**src/rtl/euler_xyz_to_rigid_transform_macros.svh**
```systemverilog
// Assertion helpers used by the queue of the pose transform.
`ifndef EULER_XYZ_TO_RIGID_TRANSFORM_MACROS_SVH
`define EULER_XYZ_TO_RIGID_TRANSFORM_MACROS_SVH

// A condition that must never hold while out of reset.
`define ETRT_ASSERT_NEVER(lbl, clk_, rst_n_, cond, msg) \
	lbl: assert property (@(posedge clk_) disable iff (!(rst_n_)) !(cond)) \
		else $error(msg);

// Whenever the antecedent holds, the consequent holds in the next cycle.
`define ETRT_ASSERT_NEXT(lbl, clk_, rst_n_, ante, cons, msg) \
	lbl: assert property (@(posedge clk_) disable iff (!(rst_n_)) (ante) |=> (cons)) \
		else $error(msg);

`endif

```
**src/rtl/etrt_pkg.sv**
```systemverilog
// ----------------------------------------------------------------------------
// etrt_pkg
// Types and constants for the Euler pose to rigid transform block.
// ----------------------------------------------------------------------------
`timescale 1ns / 1ps
package etrt_pkg;

	localparam int ATAN_LEN = 24;
	localparam int QDEPTH = 4;
	localparam int QAW = 2;

	localparam logic signed [35:0] Q30_GAIN    = 36'sd652032874;
	localparam logic signed [35:0] Q30_PI      = 36'sd3373259426;
	localparam logic signed [35:0] Q30_HALF_PI = 36'sd1686629713;

	typedef struct packed {
		logic signed [15:0] angle_x;
		logic signed [15:0] angle_y;
		logic signed [15:0] angle_z;
		logic signed [31:0] shift_x;
		logic signed [31:0] shift_y;
		logic signed [31:0] shift_z;
	} pose_t;

	typedef struct packed {
		logic signed [15:0] r00;
		logic signed [15:0] r01;
		logic signed [15:0] r02;
		logic signed [15:0] r10;
		logic signed [15:0] r11;
		logic signed [15:0] r12;
		logic signed [15:0] r20;
		logic signed [15:0] r21;
		logic signed [15:0] r22;
		logic signed [31:0] out_shift_x;
		logic signed [31:0] out_shift_y;
		logic signed [31:0] out_shift_z;
	} xform_t;

	// Sines and cosines in Q.30 plus the translations, one queue entry.
	typedef struct packed {
		logic signed [31:0] sx;
		logic signed [31:0] cx;
		logic signed [31:0] sy;
		logic signed [31:0] cy;
		logic signed [31:0] sz;
		logic signed [31:0] cz;
		logic signed [31:0] shift_x;
		logic signed [31:0] shift_y;
		logic signed [31:0] shift_z;
	} trig_t;

	// Handshake between two parts of the block.
	typedef struct packed {
		logic valid;
		logic stall;
	} hs_t;

	function automatic logic signed [35:0] atan_q30(input int idx);
		logic signed [35:0] r;
		case (idx)
			0:       r = 36'sd843314856;
			1:       r = 36'sd497837829;
			2:       r = 36'sd263043836;
			3:       r = 36'sd133525158;
			4:       r = 36'sd67021686;
			5:       r = 36'sd33543515;
			6:       r = 36'sd16775850;
			7:       r = 36'sd8388437;
			8:       r = 36'sd4194282;
			9:       r = 36'sd2097149;
			10:      r = 36'sd1048575;
			11:      r = 36'sd524287;
			12:      r = 36'sd262143;
			13:      r = 36'sd131071;
			14:      r = 36'sd65535;
			15:      r = 36'sd32767;
			16:      r = 36'sd16383;
			17:      r = 36'sd8191;
			18:      r = 36'sd4095;
			19:      r = 36'sd2047;
			20:      r = 36'sd1023;
			21:      r = 36'sd511;
			22:      r = 36'sd255;
			23:      r = 36'sd127;
			default: r = 36'sd0;
		endcase
		return r;
	endfunction

endpackage

```
**src/rtl/etrt_queue.sv**
```systemverilog
// ----------------------------------------------------------------------------
// etrt_queue
// Short queue of sine and cosine sets between the CORDIC and the matrix.
// ----------------------------------------------------------------------------
`timescale 1ns / 1ps
`include "euler_xyz_to_rigid_transform_macros.svh"
module etrt_queue import etrt_pkg::*; (
	input  logic  clk,
	input  logic  arst_n,
	input  logic  push,
	input  trig_t wdata,
	input  logic  pop,
	output logic  full,
	output logic  nonempty,
	output trig_t rdata
);

	trig_t            mem_q [QDEPTH];
	logic [QAW-1:0]   wp_q;
	logic [QAW-1:0]   rp_q;
	logic [QAW:0]     cnt_q;

	always_ff @(posedge clk or negedge arst_n) begin
		if (!arst_n) begin
			wp_q  <= '0;
			rp_q  <= '0;
			cnt_q <= '0;
		end else begin
			if (push) begin
				wp_q <= wp_q + 1'b1;
			end
			if (pop) begin
				rp_q <= rp_q + 1'b1;
			end
			case ({push, pop})
				2'b10:   cnt_q <= cnt_q + 1'b1;
				2'b01:   cnt_q <= cnt_q - 1'b1;
				default: cnt_q <= cnt_q;
			endcase
		end
	end

	always_ff @(posedge clk) begin
		if (push) begin
			mem_q[wp_q] <= wdata;
		end
	end

	assign full     = (cnt_q == (QAW+1)'(QDEPTH));
	assign nonempty = (cnt_q != '0);
	assign rdata    = mem_q[rp_q];

	`ETRT_ASSERT_NEVER(a_no_overflow, clk, arst_n, push && full, "push into full queue")
	`ETRT_ASSERT_NEVER(a_no_underflow, clk, arst_n, pop && !nonempty, "pop from empty queue")
	`ETRT_ASSERT_NEXT(a_fill_tracks, clk, arst_n, push && !pop, cnt_q == $past(cnt_q) + 1'b1, "count lost a push")

endmodule

```
**config.mk**
```make
export PLATFORM = sky130hd
export DESIGN_NAME = etrt_queue
export DESIGN_NICKNAME = d
export VERILOG_FILES = /design/src/rtl/etrt_pkg.sv /design/src/rtl/etrt_queue.sv
export VERILOG_INCLUDE_DIRS = /design/src /design/src/rtl
export SDC_FILE = /design/constraint.sdc
export NUM_CORES = 1
export LEC_CHECK = 0
export BUFFER_PORTS_ARGS = -buffer_cell sky130_fd_sc_hd__buf_2
export CAP_MARGIN = 20
export CORE_ASPECT_RATIO = 0.5
export CORE_MARGIN = 5
export CORE_UTILIZATION = 42
export DETAILED_ROUTE_END_ITERATION = 7
export GPL_ROUTABILITY_DRIVEN = 0
export PLACE_DENSITY = 0.69
export RECOVER_POWER = 25
export SYNTH_ARGS = -nofsm -noshare
export SYNTH_HDL_FRONTEND = slang
export SYNTH_SLANG_ARGS = --single-unit
```
**constraint.sdc**
```tcl
create_clock -name clk -period 7.5 [get_ports clk]
set_input_delay 0.75 -clock clk [delete_from_list [all_inputs] [get_ports clk]]
set_output_delay 0.75 -clock clk [all_outputs]
set_load 0.02 [all_outputs]
```
## After elaboration in Yosys (flattened, before gate mapping)

Memories as Yosys holds them, arrays and structs flattened.
Index checks and enable logic that the tools add are counted.

| word-level totals | value |
|---|---|
| flip-flop bits (word level) | 7 |
| memory bits (writable) | 1152 |
| input bits | 292 |
| output and inout port bits | 290 |
| logic and storage cells | 16 |
| memories kept | 1 |

Memory list:

| memory | depth | width | read ports | clocked after memory_dff | wr ports | RTL line | text |
|---|---|---|---|---|---|---|---|
| mem_q | 4 | 288 | 1 | 0 | 1 | etrt_queue.sv:18 | `trig_t mem_q [QDEPTH];` |

| operators by class | value |
|---|---|
| add/subtract/negate cells | 4 |
| equal/unequal tests | 3 |
| muxes and demuxes | 3 |
| reduce and logical (&&, ||, !) cells | 2 |

Operators by type and width:

| cell | count |
|---|---|
| $pmux 3 s2 | 1 |
| $add 2x1->2 const B | 2 |
| $add 3x1->3 const B | 1 |
| $eq 3x3->1 const B | 1 |
| $reduce_bool 3->1 | 1 |
| $sub 3x1->3 const B | 1 |
| $eq 2x1->1 const B | 1 |
| $eq 2x2->1 const B | 1 |
| $mux 1 | 2 |
| $reduce_bool 2->1 | 1 |

## Longest topological paths before layout

Gate-level depths: netlist of the first run.

| logic depth | value |
|---|---|
| depth after elaboration | 2 |
| depth in mapped cells | 7 |
| gate-level depth less buffers | 7 |

## Worst setup path after synthesis of the first run

OpenSTA, ideal clock, no wires.

| timing | value |
|---|---|
| path type | input to register |
| from | input port push |
| to | memory mem_q[0][0] in the netlist's numbering, enable pin |
| setup time | 0.685 ns |
| arrival time | 7.249 ns |
| required time | 6.815 ns |
| setup slack | -0.434 ns |
| stages | 1 |
| buffers on the path | 0 |
| path through | and2_1 |

| between the ends | value |
|---|---|
| word-level cells in the longest chain between the ends | 2 |

Ends and longest elaborated chain:

| item | RTL line | text |
|---|---|---|
| start: declaration | etrt_queue.sv:10 | `input logic push,` |
| $mux 1 | etrt_queue.sv:44 | `if (push) begin` |
| $mux 1 (implied by the code) | etrt_queue.sv:45 | `mem_q[wp_q] <= wdata;` |
| end: declaration | etrt_queue.sv:18 |  |

No other way between the ends.

==> results of run 1 <==
==> kinds of logic (layout without fill, tap and decap cells) <==
group | Yosys count | after routing
AND/OR/NAND/NOR | 9 | 9
flip-flops | 1159 | 1159
adder cells (fa/ha/maj) | 6 | 6
AO/OA/AOI/OAI | 1 | 1
buffers and inverters | 70 | 795
XOR/XNOR | 6 | 6
multiplexers | 289 | 289
other | 0 | 23
==> registers in the layout, indices dropped and copies added (netlist names) <==
| signal | cells |
|---|---|
| cnt_q | 3 |
| mem_q | 1152 |
| rp_q | 2 |
| wp_q | 2 |
==> critical path: cells and delay by family (launching register included) <==
kind | cells | cell delay (ps)
DFF | 1 | 900
buffers and inverters | 2 | 980
muxes | 1 | 630
==> final cells by class <==
cell class | count | area [um2]
inverter | 6 | 22.5
sequential | 1159 | 34800
fill | 7799 | 48900
timing repair buffer | 607 | 2930
multi-input combinational | 311 | 6700
tap | 1328 | 1660
clock buffer | 118 | 2570
clock inverter | 64 | 704
antenna | 23 | 57.6
==> metal layers <==
metal,routed length (um),part of all wire [%],global-route usage [%],vias up
li1,-,-,-,8035
met1,31500,35,18.5,10100
met2,52300,58,31.5,463
met3,3290,3.6,3.14,180
met4,3660,4.0,7.53,0
met5,0,0,0,-
==> final timing paths <==
path,cells past startpoint,slack (ps),to
setup reg to reg,5,4430,mem_q[2][158]$_DFFE_PP_
hold reg to reg,1,490,cnt_q[2]$_DFFE_PN0P_
max in group asynchronous,2,6850,rp_q[0]$_DFFE_PN0P_
hold / removal,1,270,mem_q[3][98]$_DFFE_PP_
min in group asynchronous,2,480,rp_q[1]$_DFFE_PN0P_
setup / recovery,3,3450,rdata[255]
==> cell usage in the layout, fill, tap and decap left out, drive strengths merged <==
| master | count |
|---|---|
| and3 | 1 |
| dfrtp | 7 |
| and2 | 4 |
| fa | 1 |
| xnor2 | 2 |
| diode | 23 |
| dlygate4sd3 | 1 |
| buf | 423 |
| edfxtp | 1152 |
| bufinv | 12 |
| or3 | 1 |
| mux4 | 288 |
| mux2i | 1 |
| clkbuf | 301 |
| o21ai | 1 |
| nor2 | 1 |
| ha | 5 |
| clkinv | 43 |
| xor2 | 4 |
| inv | 12 |
| clkinvlp | 3 |
| nand2 | 2 |
==> power groups by stage <==
stage	sequential [mW]	combinational [mW]	clock [mW]
6_report	8.81	6.44	5.18
5_1_grt	8.91	6.78	5.61
4_1_cts	8.83	6.63	5.29
3_5_place_dp	8.96	6.62	0
3_3_place_gp	8.89	6.62	0
2_1_floorplan	8.92	4.46	0
==> metrics by stage <==
step / power, mW / std cells
3_3_place_gp: 15.5 / 3410
2_1_floorplan: 13.4 / 1540
5_1_grt: 21.3 / 3615
4_1_cts: 20.8 / 3593
6_report: 20.4 / 3616
3_5_place_dp: 15.6 / 3410
==> what timing repair did <==
action / 4_1_cts / 5_1_grt
hold buffers: 1 / 0
setup endpoints to repair: 0 / 0
hold endpoints to repair: 7 / 0
==> out/qor.yml, run 1 <==
power:
  peakVddDrop_mv: 0.277
  seqPwrFrac_pct: 43.1
  power_frac_comb_pct: 31.5
  p_sw_mw: 6.65
  intPower_mw: 13.8
  power.density_nw_per_um2: 413
  p_sw_share_pct: 32.6
  clock_power_share_pct: 25.4
  power_leakage_nw: 16.2
routing:
  wirelength_mm: 90.8
  ant_nets: 0
  drc: 0
  wire_per_inst_um: 25.1
  vias: 18800
  firstDrtPassIters: 5
  via_per_inst: 5.20
  drtIter0Drc: 1262
synth:
  muxShareOfSynthArea_pct: 15.5
  synth-seq-cells: 1159
  netlist_area_um2: 41900
  synth_xor_area_share_pct: 0.126
  ys_top_cells_by_area: "edfxtp_1, mux4_2, buf_2, dfrtp_1, buf_6"
  yosysUniqueCellTypes: 20
  seq_area_frac_synth_pct: 83.1
  syn_nets: 1838
  syn_area_per_cell_um2: 27.2
  postSynthCellCount: 1540
  netlist.area_leader.share_pct: 82.6
  synth_ff_type: "edfxtp_1"
  synth_top_family_by_area: "multiplexers"
  synth_fa_ha_area_share_pct: 0.197
  synth_edf_count: 1152
  synthTopCellsByCount: "edfxtp_1, mux4_2, buf_2, buf_6"
  yosysMostFrequentCell: "edfxtp_1"
  synthSimpleGateAreaFrac_pct: 0.117
  synth-compound-area-share_pct: 0.0120
  yosys_warnings: 0
  yosysTopAreaCell: "edfxtp_1"
  synthArstFlopShare_pct: 0.604
timing:
  fmax_mhz: 247
  rsz0062_at_grt: "no"
  hold_slack_ps: 271
  slew_headroom_pct: 28.5
  worst_slack_ps: 3450
  period_share_pct: 54.0
  tightestPinTransition_ps: 1070
  min_period_ps: 4050
  tns_ps: 0
  setup_viol: 0
  hold_viol: 0
  skew_ps: 21.4
  slew_viol_final: 0
finish:
  drive_above_1_share_pct: 37.9
  fin_area_um2: 49400
  syn_to_final_growth_pct: 18.0
  fin_util_pct: 50.3
  fin_nets: 2481
setup_path:
  setup.worst_path.class: "reg2out"
  startpoint: "rp_q[0]$_DFFE_PN0P_"
  crit_arrival_ps: 3300
  path_cells: "buf_4, mux4_2, buf_2"
  r2r_start: "wp_q[0]$_DFFE_PN0P_"
  worst_ep_required_time_ps: 6750
  cp-start-kind: "flop"
  slowest_delay_ps: 900
  cp-end-kind: "primary output"
  slowest_stage: "dfrtp_4"
  cp_max_fo: 43
grt:
  grt_max_degree: 149
  gr-total-overflow: 0
  grt_first_pass_wirelength_mm: 131
  grtUsageTotal_pct: 16.7
  grt_pass1_vias: 19700
  antenna_found_initial: 30
cts:
  numCtsBuffers: 98
  cts-root-buf: "clkbuf_16"
  post_cts_buffers: 0
  cts_tree: "yes"
  clk-insertion-delay-late_ps: 690
  ctsHtreeMaxLevel: 3
  cts-resized-gates: 0
  cts.clk_slew.worst_paths_ps: 60
  clock_sinks: 1159
  clk_path_buf_depth: 3
placement:
  io_buffers: 581
  dp_slack_ps: 4040
  place_area_um2: 46300
  dp_hpwl_mm: 56.6
floorplanning:
  fp.dieArea_um2: 106000
  initial_core_util_pct: 42.6
  std_cell_rows: 81
  core_area_um2: 98300
  die-width_um: 456
  die_height_um: 233
  io_pins: 582
flow_run:
  drv_cap: 0
min_path:
  worstHoldStart: "wdata[98]"
  hold_path_class: "in2reg"
outcome:
  outcome: "finished, final reports clean"
Power figures use the tool's default switching activity.
==> inputs of run 2 (changes only) <==
==> constraint.sdc (replaced) <==
create_clock -name clk -period 3.43 [get_ports clk]
set_input_delay 0.343 -clock clk [delete_from_list [all_inputs] [get_ports clk]]
set_output_delay 0.343 -clock clk [all_outputs]
set_load 0.02 [all_outputs]
==> run 2 against run 1 <==
Against the previous run:
- sequential power increased by 120%
- clock skew fell by 1.0 ps
- sequential cell count is the same
- sequential share of layout area is 4.2 points lower
- via count is 6.3% higher
- critical endpoint is now rdata[79]
- largest cell class unchanged
==> out/qor.yml, run 2 (synthesized netlist as in run 1, its figures left out) <==
finish:
  largest_registers: "mem_q (1152), cnt_q (3)"
  drive_above_1_share_pct: 34.4  # -3.5 points
  largest_reg_flops: 1152  # unchanged
  fin_area_um2: 52600  # +6.4%
  fillCellCount: 7449  # -4.5%
  final_cell_mix: "edfxtp_1, buf_2, dlygate4sd3_1, mux4_2, clkbuf_1"
  syn_to_final_growth_pct: 25.6
  multiInputGateArea_um2: 6700  # unchanged
  seq_area_um2: 34800  # unchanged
  final_common_cell: "edfxtp_1"
  largest_register: "mem_q"
  fin_nets: 2791  # +12%
cts:
  holdBufCountCts: 291  # +290
  clk_path_buf_depth: 3  # unchanged
  cts-root-buf: "clkbuf_16"
  clk-insertion-delay-late_ps: 690  # about the same
  clock_sinks: 1159  # unchanged
  numCtsBuffers: 98  # unchanged
  cts-resized-gates: 0  # unchanged
  ctsHtreeMaxLevel: 3  # unchanged
  post_cts_buffers: 0  # unchanged
  cts.clk_slew.worst_paths_ps: 70  # about the same
  cts_tree: "yes"
timing:
  hold_slack_ps: 146  # -126 ps
  worst_slack_ps: 464  # -2990 ps
  hold_viol: 0  # unchanged
  tns_ps: 0  # unchanged
  skew_ps: 20.4  # -1.01 ps
  slew_viol_final: 0  # unchanged
  slew_headroom_pct: 45.2  # +17 points
  min_period_ps: 2970
  tightestPinTransition_ps: 822  # -251 ps
  fmax_mhz: 337
  period_share_pct: 86.5
  rsz0062_at_grt: "no"
  setup_viol: 0  # unchanged
routing:
  firstDrtPassIters: 5  # unchanged
  ant_nets: 0  # unchanged
  drc: 0  # unchanged
  via_per_inst: 5.11  # -1.7%
  vias: 20000  # +6.3%
  drtIter0Drc: 1463  # +16%
  wirelength_mm: 93.9  # +3.4%
  wire_per_inst_um: 24.0  # -4.4%
min_path:
  hold_path_class: "in2async"
setup_path:
  cp-start-kind: "flop"
  cp_max_fo: 55  # +28%
  r2r_slack_ps: 1240  # -3190 ps
  path_cells: "buf_12, mux4_2, buf_2"
  slowest_stage: "mux4_2"
  setup.worst_path.class: "reg2out"
  r2r-end: "mem_q[0][57]$_DFFE_PP_"
  cp_top_family: "multiplexers"
  cp-end-kind: "primary output"
  worstRegToRegCells: 4  # -1
  slowest_delay_ps: 640  # -260 ps
  crit_arrival_ps: 2620  # -680 ps
  worst_ep_required_time_ps: 3090  # -3660 ps
  critPathBufInv: 2  # unchanged
  r2r_start: "wp_q[0]$_DFFE_PN0P_"
flow_run:
  drv_cap: 0  # unchanged
power:
  peakVddDrop_mv: 0.531  # +92%
  power_leakage_nw: 17.5  # +8.3%
  power.density_nw_per_um2: 854  # +110%
outcome:
  outcome: "finished, final reports clean"
placement:
  dp_slack_ps: 1140  # -2900 ps
  dp_hpwl_mm: 59.6  # +5.4%
  place_area_um2: 46800  # +1.1%
  io_buffers: 581  # unchanged
grt:
  grtUsageTotal_pct: 17.4  # +0.74 points
  grt_pass1_vias: 21500  # +9.3%
  gr-total-overflow: 0  # unchanged
  antenna_found_initial: 7  # -77%
  grt_max_degree: 71  # -52%
  grt_first_pass_wirelength_mm: 138  # +5.4%
floorplanning:
  core_area_um2: 98300  # unchanged
  fp.dieArea_um2: 106000  # unchanged
  std_cell_rows: 81  # unchanged
  initial_core_util_pct: 42.6  # unchanged
  io_pins: 582  # unchanged
  die_height_um: 233  # unchanged
  die-width_um: 456  # unchanged
==> run 2: cell count changes in the layout (fill, tap and decap cells not counted), sizes merged, moves of 5 or more <==
cell,before,now
dlygate4sd3,1,291
buf,423,456
diode,23,9
clkbuf,301,288
bufinv,12,5
clkinv,43,48
==> run 2: worst max path at each step <==
stage                              from                    end  cells after the start
floorplan           wp_q[0]$_DFFE_PN0P_  mem_q[2][0]$_DFFE_PP_                      3
global placement    rp_q[0]$_DFFE_PN0P_              rdata[65]                      4
detailed placement  rp_q[0]$_DFFE_PN0P_              rdata[65]                      4
CTS                 rp_q[0]$_DFFE_PN0P_              rdata[65]                      4
global route        rp_q[0]$_DFFE_PN0P_             rdata[260]                      3
finish              rp_q[0]$_DFFE_PN0P_              rdata[79]                      3
==> run 2: power breakdown <==
part	total (mW)	switching, mW	internal, mW	leakage (nW)
logic	15.1	9.21	5.90	5.35
registers	19.1	0.609	18.5	10.7
clock network	10.7	4.95	5.75	1.49
total	44.9	14.8	30.1	17.5
==> run 2: layer usage <==
layer	share of wire (%)	global-route usage (%)
met5	0	0
met4	5.7	9.18
met3	3.4	3.03
met2	55	31.7
met1	36	19.9
==> run 2: final cells by class <==
class	count	area share, %
Clock inverter	63	0.914
Tap cell	1328	3.16
Multi-Input combinational cell	311	12.7
Sequential cell	1159	66.2
Antenna cell	9	0.0428
Clock buffer	118	4.89
Inverter	6	0.0428
Timing Repair Buffer	917	12.0
==> run 2: metrics by stage <==
stage	power [mW]	util, %	std cells
6_report	44.9	53.5	3911
5_1_grt	46.8	53.5	3908
4_1_cts	45.6	53.7	3902
3_5_place_dp	34.6	47.6	3430
3_3_place_gp	34.4	47.6	3430
2_1_floorplan	29.0	-	1540
==> inputs of run 3 (changes only) <==
--- a/config.mk
+++ b/config.mk
@@ -8,12 +8,14 @@
 export LEC_CHECK = 0
 export BUFFER_PORTS_ARGS = -buffer_cell sky130_fd_sc_hd__buf_2
 export CAP_MARGIN = 20
+export CELL_PAD_IN_SITES_DETAIL_PLACEMENT = 1
+export CELL_PAD_IN_SITES_GLOBAL_PLACEMENT = 1
 export CORE_ASPECT_RATIO = 0.5
 export CORE_MARGIN = 5
 export CORE_UTILIZATION = 42
 export DETAILED_ROUTE_END_ITERATION = 7
 export GPL_ROUTABILITY_DRIVEN = 0
-export PLACE_DENSITY = 0.69
+export PLACE_DENSITY = 0.75
 export RECOVER_POWER = 25
 export SYNTH_ARGS = -nofsm -noshare
 export SYNTH_HDL_FRONTEND = slang
==> run 3 against run 2 <==
Against the previous run:
- combinational power rose by 4%
- clock power grew 10%
- critical path depth is the same
- critical path type unchanged
- largest cell class unchanged
- largest power group unchanged
==> out/qor.yml, run 3 (synthesized netlist as in run 1, its figures left out) <==
outcome:
  outcome: "finished, final reports clean"
floorplanning:
  io_pins: 582  # unchanged
  die_height_um: 233  # unchanged
  initial_core_util_pct: 42.6  # unchanged
  die-width_um: 456  # unchanged
  std_cell_rows: 81  # unchanged
  fp.dieArea_um2: 106000  # unchanged
  core_area_um2: 98300  # unchanged
routing:
  firstDrtPassIters: 5  # unchanged
  wire_per_inst_um: 31.6  # +32%
  via_per_inst: 5.58  # +9.3%
  ant_nets: 0  # unchanged
  vias: 22000  # +10%
  drc: 0  # unchanged
  drtIter0Drc: 2241  # +53%
  wirelength_mm: 125  # +33%
cts:
  post_cts_buffers: 0  # unchanged
  cts-root-buf: "clkbuf_16"
  holdBufCountCts: 291  # unchanged
  cts.clk_slew.worst_paths_ps: 80  # about the same
  ctsHtreeMaxLevel: 3  # unchanged
  clk-insertion-delay-late_ps: 700  # about the same
  clock_sinks: 1159  # unchanged
  numCtsBuffers: 100  # +2.0%
  cts_tree: "yes"
  clk_path_buf_depth: 3  # unchanged
  cts-resized-gates: 0  # unchanged
placement:
  place_area_um2: 46800  # about the same
  io_buffers: 581  # unchanged
  dp_cells: 3428  # -0.058%
  dp_hpwl_mm: 67.6  # +13%
setup_path:
  path_cells: "buf_4, mux4_2, buf_2"
  worst_ep_required_time_ps: 3090  # about the same
  r2r_slack_ps: 1190  # -50 ps
  cp_max_fo: 26  # -53%
  setup.worst_path.class: "reg2out"
  cp-end-kind: "primary output"
  crit_arrival_ps: 2920  # +300 ps
  slowest_delay_ps: 890  # +250 ps
  cp-start-kind: "flop"
  slowest_stage: "dfrtp_4"
  r2r_start: "wp_q[1]$_DFFE_PN0P_"
  worstRegToRegCells: 4  # unchanged
  r2r-end: "mem_q[1][16]$_DFFE_PP_"
flow_run:
  drv_cap: 0  # unchanged
finish:
  drive_above_1_share_pct: 34.6  # +0.16 points
  final_cell_mix: "edfxtp_1, buf_2, dlygate4sd3_1, mux4_2, clkbuf_1"
  fillCellCount: 8794  # +18%
  syn_to_final_growth_pct: 26.1
  instances_no_fill: 3938  # +0.69%
  largest_register: "mem_q"
  largest_reg_flops: 1152  # unchanged
  largest_registers: "mem_q (1152), cnt_q (3)"
  final_common_cell: "edfxtp_1"
  fin_nets: 2791  # unchanged
  fin_area_um2: 52800  # +0.46%
timing:
  period_share_pct: 95.3  # +8.8 points
  fmax_mhz: 306  # -9.2%
  min_period_ps: 3270  # +301 ps
  slew_viol_final: 0  # unchanged
  slew_headroom_pct: 44.6  # -0.62 points
  setup_viol: 0  # unchanged
  rsz0062_at_grt: "no"
  tightestPinTransition_ps: 831  # +9.33 ps
  skew_ps: 41.8  # +21.4 ps
  tns_ps: 0  # unchanged
  hold_viol: 0  # unchanged
grt:
  grt_first_pass_wirelength_mm: 171  # +24%
  antenna_found_initial: 24  # +17
  gr-total-overflow: 0  # unchanged
  grt_max_degree: 118  # +66%
  grt_pass1_vias: 23700  # +10%
  grtUsageTotal_pct: 22.1  # +4.7 points
min_path:
  hold_path_class: "in2async"
power:
  power_leakage_nw: 17.6  # +0.39%
  power.density_nw_per_um2: 891  # +4.3%
  peakVddDrop_mv: 0.550  # +3.6%
-- run 3: report_power, final --
group	internal, mW	switching, mW	leakage (nW)
Clock	6.22	5.57	1.58
Combinational	5.93	9.75	5.32
Sequential	18.5	1.07	10.7
Total	30.7	16.4	17.6
-- run 3: final cells by class --
cell class / count / area (um2) / share of cell area [%]
flip-flops and latches: 1159 / 34800 / 65.9
multi-input cells: 311 / 6700 / 12.7
repair buffers: 915 / 6300 / 11.9
clock buffers: 115 / 2580 / 4.89
well taps: 1328 / 1660 / 3.15
clock inverters: 68 / 678 / 1.28
diodes: 36 / 90.1 / 0.171
inverters: 6 / 22.5 / 0.0427
-- run 3: how the worst max path moves through the flow --
stage                                    from  depth (start not counted)               endpoint
final                     rp_q[0]$_DFFE_PN0P_                          3             rdata[204]
after floorplan           wp_q[0]$_DFFE_PN0P_                          3  mem_q[2][0]$_DFFE_PP_
after detailed placement  rp_q[0]$_DFFE_PN0P_                          3              rdata[80]
after global routing      rp_q[0]$_DFFE_PN0P_                          3             rdata[204]
after CTS                 rp_q[0]$_DFFE_PN0P_                          3              rdata[80]
after global placement    rp_q[0]$_DFFE_PN0P_                          3              rdata[80]
-- run 3: per-stage QoR --
stage | setup WS, ps | hold WS [ps] | power, mW | util, %
finish | 162 | 185 | 47.0 | 53.7
detailed placement | 966 | 187 | 34.8 | 47.6
floorplan | 357 | 47.4 | 29.0 | -
global route | 44.4 | 167 | 48.6 | 53.7
global placement | 968 | 183 | 34.5 | 47.6
CTS | 158 | 48.1 | 46.6 | 53.8
-- run 3: routing by layer --
layer / share of wire (%) / vias up / global-route usage [%]
met4: 8.6 / 0 / 16.0
li1: - / 8664 / -
met1: 33 / 11700 / 24.0
met2: 54 / 1148 / 39.8
met3: 5.0 / 429 / 3.67
met5: 0 / - / 0
-- run 3: critical path: cells and delay by family (launching register included) --
kind                   cells  cell delay (ps)
buffers and inverters      2              670
DFF                        1              890
muxes                      1              600
